===== config.mk =====
export PLATFORM = sky130hd
export DESIGN_NAME = ile_cell
export DESIGN_NICKNAME = d
export VERILOG_FILES = /design/src/hdl/ile_pkg.sv /design/src/hdl/ile_cell.sv
export SDC_FILE = /design/constraint.sdc
export NUM_CORES = 1
export LEC_CHECK = 0
export BUFFER_PORTS_ARGS = -buffer_cell sky130_fd_sc_hd__buf_2
export CORE_AREA = 2 2 79 81
export CTS_CLUSTER_DIAMETER = 100
export DETAILED_ROUTE_END_ITERATION = 8
export DIE_AREA = 0 0 81 83
export PLACE_DENSITY = 0.9
export SETUP_SLACK_MARGIN = 0.3
export SLEW_MARGIN = 10
export SYNTH_ARGS = -nofsm -noshare
export SYNTH_HDL_FRONTEND = slang
export SYNTH_SLANG_ARGS = --single-unit

===== constraint.sdc =====
create_clock -name clk -period 7.6 [get_ports clk]
set_input_delay 0.76 -clock clk [delete_from_list [all_inputs] [get_ports clk]]
set_output_delay 0.76 -clock clk [all_outputs]
set_load 0.05 [all_outputs]

===== src/hdl/ile_pkg.sv =====
// Package with the shared constants and types of the indexed list engine.
package ile_pkg;

  // List size, the count width that follows from it, and the position width.
  localparam int CAPACITY = 64;
  localparam int CNT_W    = $clog2(CAPACITY + 1);
  localparam int POS_W    = 7;
  localparam int CMP_W    = (CNT_W > POS_W) ? CNT_W : POS_W;

  // Fixed field widths.
  localparam int REQ_W = 3;
  localparam int VAL_W = 32;
  localparam int ST_W  = 2;
  localparam int OUT_CNT_W = 7;

  // Request codes.
  localparam logic [REQ_W-1:0] REQ_READ = 3'd0;
  localparam logic [REQ_W-1:0] REQ_HEAD = 3'd1;
  localparam logic [REQ_W-1:0] REQ_TAIL = 3'd2;
  localparam logic [REQ_W-1:0] REQ_AT   = 3'd3;
  localparam logic [REQ_W-1:0] REQ_DEL  = 3'd4;

  // Status codes.
  localparam logic [ST_W-1:0] ST_DONE  = 2'd0;
  localparam logic [ST_W-1:0] ST_RANGE = 2'd1;
  localparam logic [ST_W-1:0] ST_FULL  = 2'd2;

  // Command broadcast to every cell of the chain.
  typedef struct packed {
    logic             ins;
    logic             del;
    logic [CMP_W-1:0] pos;
  } cell_ctl_t;

endpackage


===== src/hdl/ile_cell.sv =====
// One storage cell of the list chain: hold, load, or shift from a neighbor.
module ile_cell (
  input  logic                     clk,
  input  logic [ile_pkg::CMP_W-1:0] idx,
  input  ile_pkg::cell_ctl_t       ctl,
  input  logic [ile_pkg::VAL_W-1:0] din_val,
  input  logic [ile_pkg::VAL_W-1:0] lower_val,
  input  logic [ile_pkg::VAL_W-1:0] upper_val,
  output logic [ile_pkg::VAL_W-1:0] value,
  output logic [ile_pkg::VAL_W-1:0] rd_val
);
  import ile_pkg::*;

  logic hit;
  logic above;

  assign hit   = (idx == ctl.pos);
  assign above = (idx > ctl.pos);

  // An insert opens a gap at the position; a delete closes it from above.
  always_ff @(posedge clk) begin
    if (ctl.ins) begin
      if (above) begin
        value <= lower_val;
      end else if (hit) begin
        value <= din_val;
      end
    end else if (ctl.del && (above || hit)) begin
      value <= upper_val;
    end
  end

  // Only the addressed cell contributes to the read bus.
  assign rd_val = hit ? value : '0;

endmodule


==> qor.yml, run 1 <==
fin_cells: 516
grtUsageTotal: 0.237
finalCriticalPeriod_ns: 3.55
yosysSeqAreaShare: 0.365
placed_cells: 508
htree_num_levels: 2
cts_made_buffers: 5
grt_max_degree: 78
antenna_found_initial: 0
num_rows: 28
wire_per_inst_um: 15.9
die_x_um: 81
path_max_fanout: 37
drt_iter0_drc: 143
slew_headroom: 0.199
pwr-share-seq: 0.395
dieArea_um2: 6720
wl_mm: 8.22
numPortBuffers: 176
clock-root-buffer: "clkbuf_8"
drive_gt1_frac: 0.429
die_height_um: 83
cts_setup_buffers: 0
nFillCells: 530
power_density_nw_per_um2: 176
slew_viol_final: 0
final_util: 0.604
grt_overflow_total: 0
firstDrtPassIters: 4
rsz0062_at_grt: "no"
finalPower_mw: 0.619
synth_top_cell_area_share: 0.365
antenna_left: 0
setup_ws_ns: 4.05
drc: 0
fin_tns_setup_ns: 0
ctsHoldBuffers: 0
gp_congestion: 0.776
dp_hpwl_mm: 5.75
ff_latch_area_um2: 961
slowest_stage: "nand2_1"
p_comb_frac: 0.405
cts_resized: 0
area_growth_pct: 33.5
hp-class: "primary input to flop"
multiInputGateArea_um2: 1450
post-route-period-util: 0.467
grt_util_met2: 0.418
setup-violations-final: 0
vias: 2972
nNetsFinal: 560
startpoint_type: "primary input"
met3_usage: 0.0576
grt_pass1_wl_mm: 12.6
cap_violations: 0
largest_reg_flops: 32
crit_chain: "buf_2 -> inv_1 -> ha_1 -> and4_1 -> nand2_1 -> o2111ai_1 -> nand3_1"
use_met1: 0.270
synth_largest_area_cell: "edfxtp_1"
busiest_layer: "met2"
vias_per_cell: 5.76
synthesis.nets: 415
vdd_drop_max_mv: 0.0875
arrival_ns: 3.56
synthCells: 295
reg.largest.list: "value (32)"
placed_cell_area_um2: 3430
avgSynthCellArea_um2: 8.92
synthArstFlopShare: 0
criticalPathCategory: "primary input to flop"
outcome: "complete, no violations"
postLayoutCellArea_um2: 3510
tritoncts: "done"
path_clk_slew_ns: 0.06
slowest_delay_ns: 0.97
synth-edff-count: 32
ys_types: 24
endpoint_kind: "flop"
top_register: "value"
synth_warnings: 0
synth_area_um2: 2630
synth_seq_cells: 32
worst_ep_required_time_ns: 7.61
worst_slew_pin_slew_ns: 1.20
clkPwrFrac: 0.200
boundaryPins: 177
synth.area.top_cells: "edfxtp_1 37%, o2111ai_1 11%, and3_1 7.8%, a31oi_1 7.6%, nand4_1 7.6%"
whs_ns: 0.813
grt_pass1_vias: 2660
core_um2: 5820
initial_core_util: 0.453
numClockSinks: 32
dp_slack_ns: 3.79
netSwitchingFraction: 0.413
diodes: 0
fmax_mhz: 282
p_int_mw: 0.363
p_switching_mw: 0.255
ys.flop_type: "edfxtp_1"
power.leakage_nw: 1.72
clockBufferDepth: 2
hold_viol_final: 0
==> critical path, delay by kind of cell <==
kind | cells | cell delay, ns
AND/OR/NAND/NOR | 3 | 1.99
AO/OA/AOI/OAI | 1 | 0.39
adder cells (fa/ha/maj) | 1 | 0.30
buffers and inverters | 2 | 0.11
==> layer usage <==
metal,vias to the layer above,share of wire
met5,-,0
met3,18,0.083
met4,0,0.024
li1,1476,-
met1,1345,0.39
met2,133,0.50
==> cells by family (layout without fill, tap and decap cells) <==
kind of cell,count (synthesis),count (layout),synth area share
AND/OR/NAND/NOR,135,135,0.306
AO/OA/AOI/OAI,73,73,0.203
buffers and inverters,48,194,0.0927
flip-flops,32,32,0.365
adder cells (fa/ha/maj),7,7,0.0333
==> power groups by stage <==
stage / Combinational [mW] / Clock [mW] / Sequential [mW]
after floorplan: 0.0784 / 0 / 0.346
after global placement: 0.245 / 0 / 0.246
after detailed placement: 0.251 / 0 / 0.248
after CTS: 0.251 / 0.126 / 0.244
after global routing: 0.267 / 0.136 / 0.247
final: 0.251 / 0.124 / 0.244
==> Yosys cell counts (2+ instances only) <==
cell type and number:
o21a_1 2, buf_1 4, clkbuf_1 17, o21ai_1 2
o2111ai_1 32, nand4_1 32, buf_6 5, buf_4 3
edfxtp_1 32, inv_1 7, ha_1 7, buf_2 12
nand2_1 2, nor2b_1 32, nand3_1 32, a21oi_1 3
and3_1 33, a31oi_1 32
==> final timing paths <==
path	startpoint	to	slack [ns]	cells after the start
worst max-delay path	ctl[6]	value[30]	4.05	7
worst min-delay path	din_val[18]	value[18]	0.81	3
==> final cells by class <==
type	count	share of cell area
clock buffer	7	0.0217
tap	75	0.0267
sequential	32	0.273
multi-input combinational	215	0.412
clock inverter	1	0.00107
inverter	7	0.00748
timing repair buffer	179	0.258
==> cell usage in the layout, fill, tap and decap left out <==
cell type and count:
inv_1 7, and3b_1 1, clkbuf_1 2, and3_1 33
nand3_1 32, ha_1 7, a31oi_1 32, buf_4 4
edfxtp_1 32, a21o_1 1, nor2_1 1, nor2b_1 32
and4_1 1, and2_4 1, clkbuf_8 5, nand2_1 2
o31ai_1 1, o21ai_2 2, a21oi_4 1, buf_2 175
o2111ai_1 32, o21a_2 1, nand4_1 32, o21a_1 1
a21oi_1 2, clkinv_1 1
(Power assumes the default switching activity.)
==> run 2: changes to the inputs <==
Settings changed: CORE_AREA 2 2 79 81 to 2 2 87 89, DIE_AREA 0 0 81 83 to 0 0 89 91, PLACE_DENSITY 0.9 to 0.79.
Clock period 7.6 ns to 3.08 ns, I/O delays scaled along.
==> run 2 against run 1 <==
Against the previous run:
- non-clock buffer count rose by 7
- critical endpoint is now value[25]
- utilization decreased by 9.8 points
- highest routed layer unchanged
- power rose to 2.5 times the previous value
- hold slack worse by 0.46 ns
- final area increased by 2.8%
==> qor.yml, run 2 (same netlist as run 1, synthesis figures left out) <==
htree_num_levels: 2  # unchanged
tritoncts: "done"  # unchanged
fin_cells: 547  # was 516
setup-violations-final: 0  # unchanged
numPortBuffers: 176  # unchanged
gp_congestion: 0.807  # was 0.776
vdd_drop_max_mv: 0.161  # was 0.0875 mV
hold_viol_final: 0  # unchanged
antenna_found_initial: 0  # unchanged
ff_latch_area_um2: 961  # unchanged
boundaryPins: 177  # unchanged
largest_reg_flops: 32  # unchanged
grt_pass1_vias: 2711  # was 2660
top_register: "value"  # unchanged
outcome: "complete, no violations"  # unchanged
vias_per_cell: 5.54  # was 5.76
placed_cell_area_um2: 3530  # was 3430 um2
worst_slew_pin_slew_ns: 1.22  # was 1.20 ns
criticalPathCategory: "primary input to flop"  # unchanged
diodes: 0  # unchanged
rsz0062_at_grt: "no"  # unchanged
nNetsFinal: 567  # was 560
die_x_um: 89  # was 81 um
die_height_um: 91  # was 83 um
dp_slack_ns: 0.475  # was 3.79 ns
dieArea_um2: 8100  # was 6720 um2
startpoint_type: "primary input"  # unchanged
cts_resized: 0  # unchanged
drt_iter0_drc: 154  # was 143
core_um2: 7140  # was 5820 um2
multiInputGateArea_um2: 1450  # about the same
antenna_left: 0  # unchanged
ctsHoldBuffers: 0  # unchanged
arrival_ns: 2.47  # was 3.56 ns
grtUsageTotal: 0.196  # was 0.237
numClockSinks: 32  # unchanged
layout_commonest_cell: "buf_2"  # unchanged
fin_tns_setup_ns: 0  # unchanged
cts_made_buffers: 5  # unchanged
grt_max_degree: 87  # was 78
setup_ws_ns: 0.752  # was 4.05 ns
clockBufferDepth: 2  # unchanged
clock-root-buffer: "clkbuf_8"  # unchanged
power.leakage_nw: 1.76  # was 1.72 nW
vias: 3031  # was 2972
cts_setup_buffers: 0  # unchanged
path_max_fanout: 32  # was 37
initial_core_util: 0.369  # was 0.453
grt_overflow_total: 0  # unchanged
postLayoutCellArea_um2: 3610  # was 3510 um2
reg.largest.list: "value (32)"  # unchanged
hp-class: "primary input to flop"  # unchanged
wl_mm: 8.49  # was 8.22 mm
num_rows: 31  # was 28
nFillCells: 728  # was 530
finalCriticalPeriod_ns: 2.33
post-route-period-util: 0.756
mostFrequentLayoutCells: "175 x buf_2, 33 x and3_1"  # unchanged
slew_headroom: 0.184  # was 0.199
wire_per_inst_um: 15.5  # was 15.9 um
placed_cells: 539  # was 508
grt_pass1_wl_mm: 12.6  # about the same
drc: 0  # unchanged
endpoint_kind: "flop"  # unchanged
area_growth_pct: 37.2  # was 33.5%
drive_gt1_frac: 0.438  # was 0.429
worst_ep_required_time_ns: 3.22  # was 7.61 ns
firstDrtPassIters: 5  # was 4
slew_viol_final: 0  # unchanged
path_clk_slew_ns: 0.07  # was 0.06 ns
dp_hpwl_mm: 6.26  # was 5.75 mm
power_density_nw_per_um2: 428  # was 176 nW/um2
cap_violations: 0  # unchanged
fmax_mhz: 430
## run 2: changes by cell type in the layout (fill, tap and decap cells not counted), sizes merged
cell and delta:
buf +7, clkbuf -1, clkinvlp +1
## run 2: path summary, 6_finish.rpt
kind,start,endpoint,slack [ns],cells past startpoint
worst max-delay path,ctl[6],value[25],0.75,7
worst min-delay path,din_val[30],value[30],0.36,3
## run 2: report_power, final
group          internal (mW)  switching (mW)
Sequential             0.571          0.0318
Combinational          0.179           0.455
Clock                  0.157           0.154
Total                  0.906           0.641
## run 2: through the flow
step / utilization / power, mW / hold slack (ns)
after floorplan: - / 1.05 / 0.538
after global placement: 0.494 / 1.23 / 0.640
after detailed placement: 0.494 / 1.25 / 0.645
after CTS: 0.506 / 1.56 / 0.351
after global routing: 0.506 / 1.62 / 0.373
final: 0.506 / 1.55 / 0.358
## run 2: per-layer routing
metal  share of wire  vias up  track usage
met4           0.016        0       0.0522
met5               0        -            0
met1            0.40     1376        0.243
met3           0.087       12       0.0436
li1                -     1495            -
met2            0.49      148        0.336
## run 2: critical path, stage by stage
cell	delay [ns]
buf_2	0.07
inv_1	0.03
ha_1	0.30
and4_1	0.40
o21a_1	1.01
o2111ai_1	0.21
nand3_1	0.14
## run 2: layout make-up
| class | instances | area share |
|---|---|---|
| Clock buffer | 6 | 0.0201 |
| Clock inverter | 2 | 0.00312 |
| Inverter | 7 | 0.00727 |
| Multi-Input combinational cell | 215 | 0.400 |
| Sequential cell | 32 | 0.266 |
| Tap cell | 99 | 0.0343 |
| Timing Repair Buffer | 186 | 0.269 |
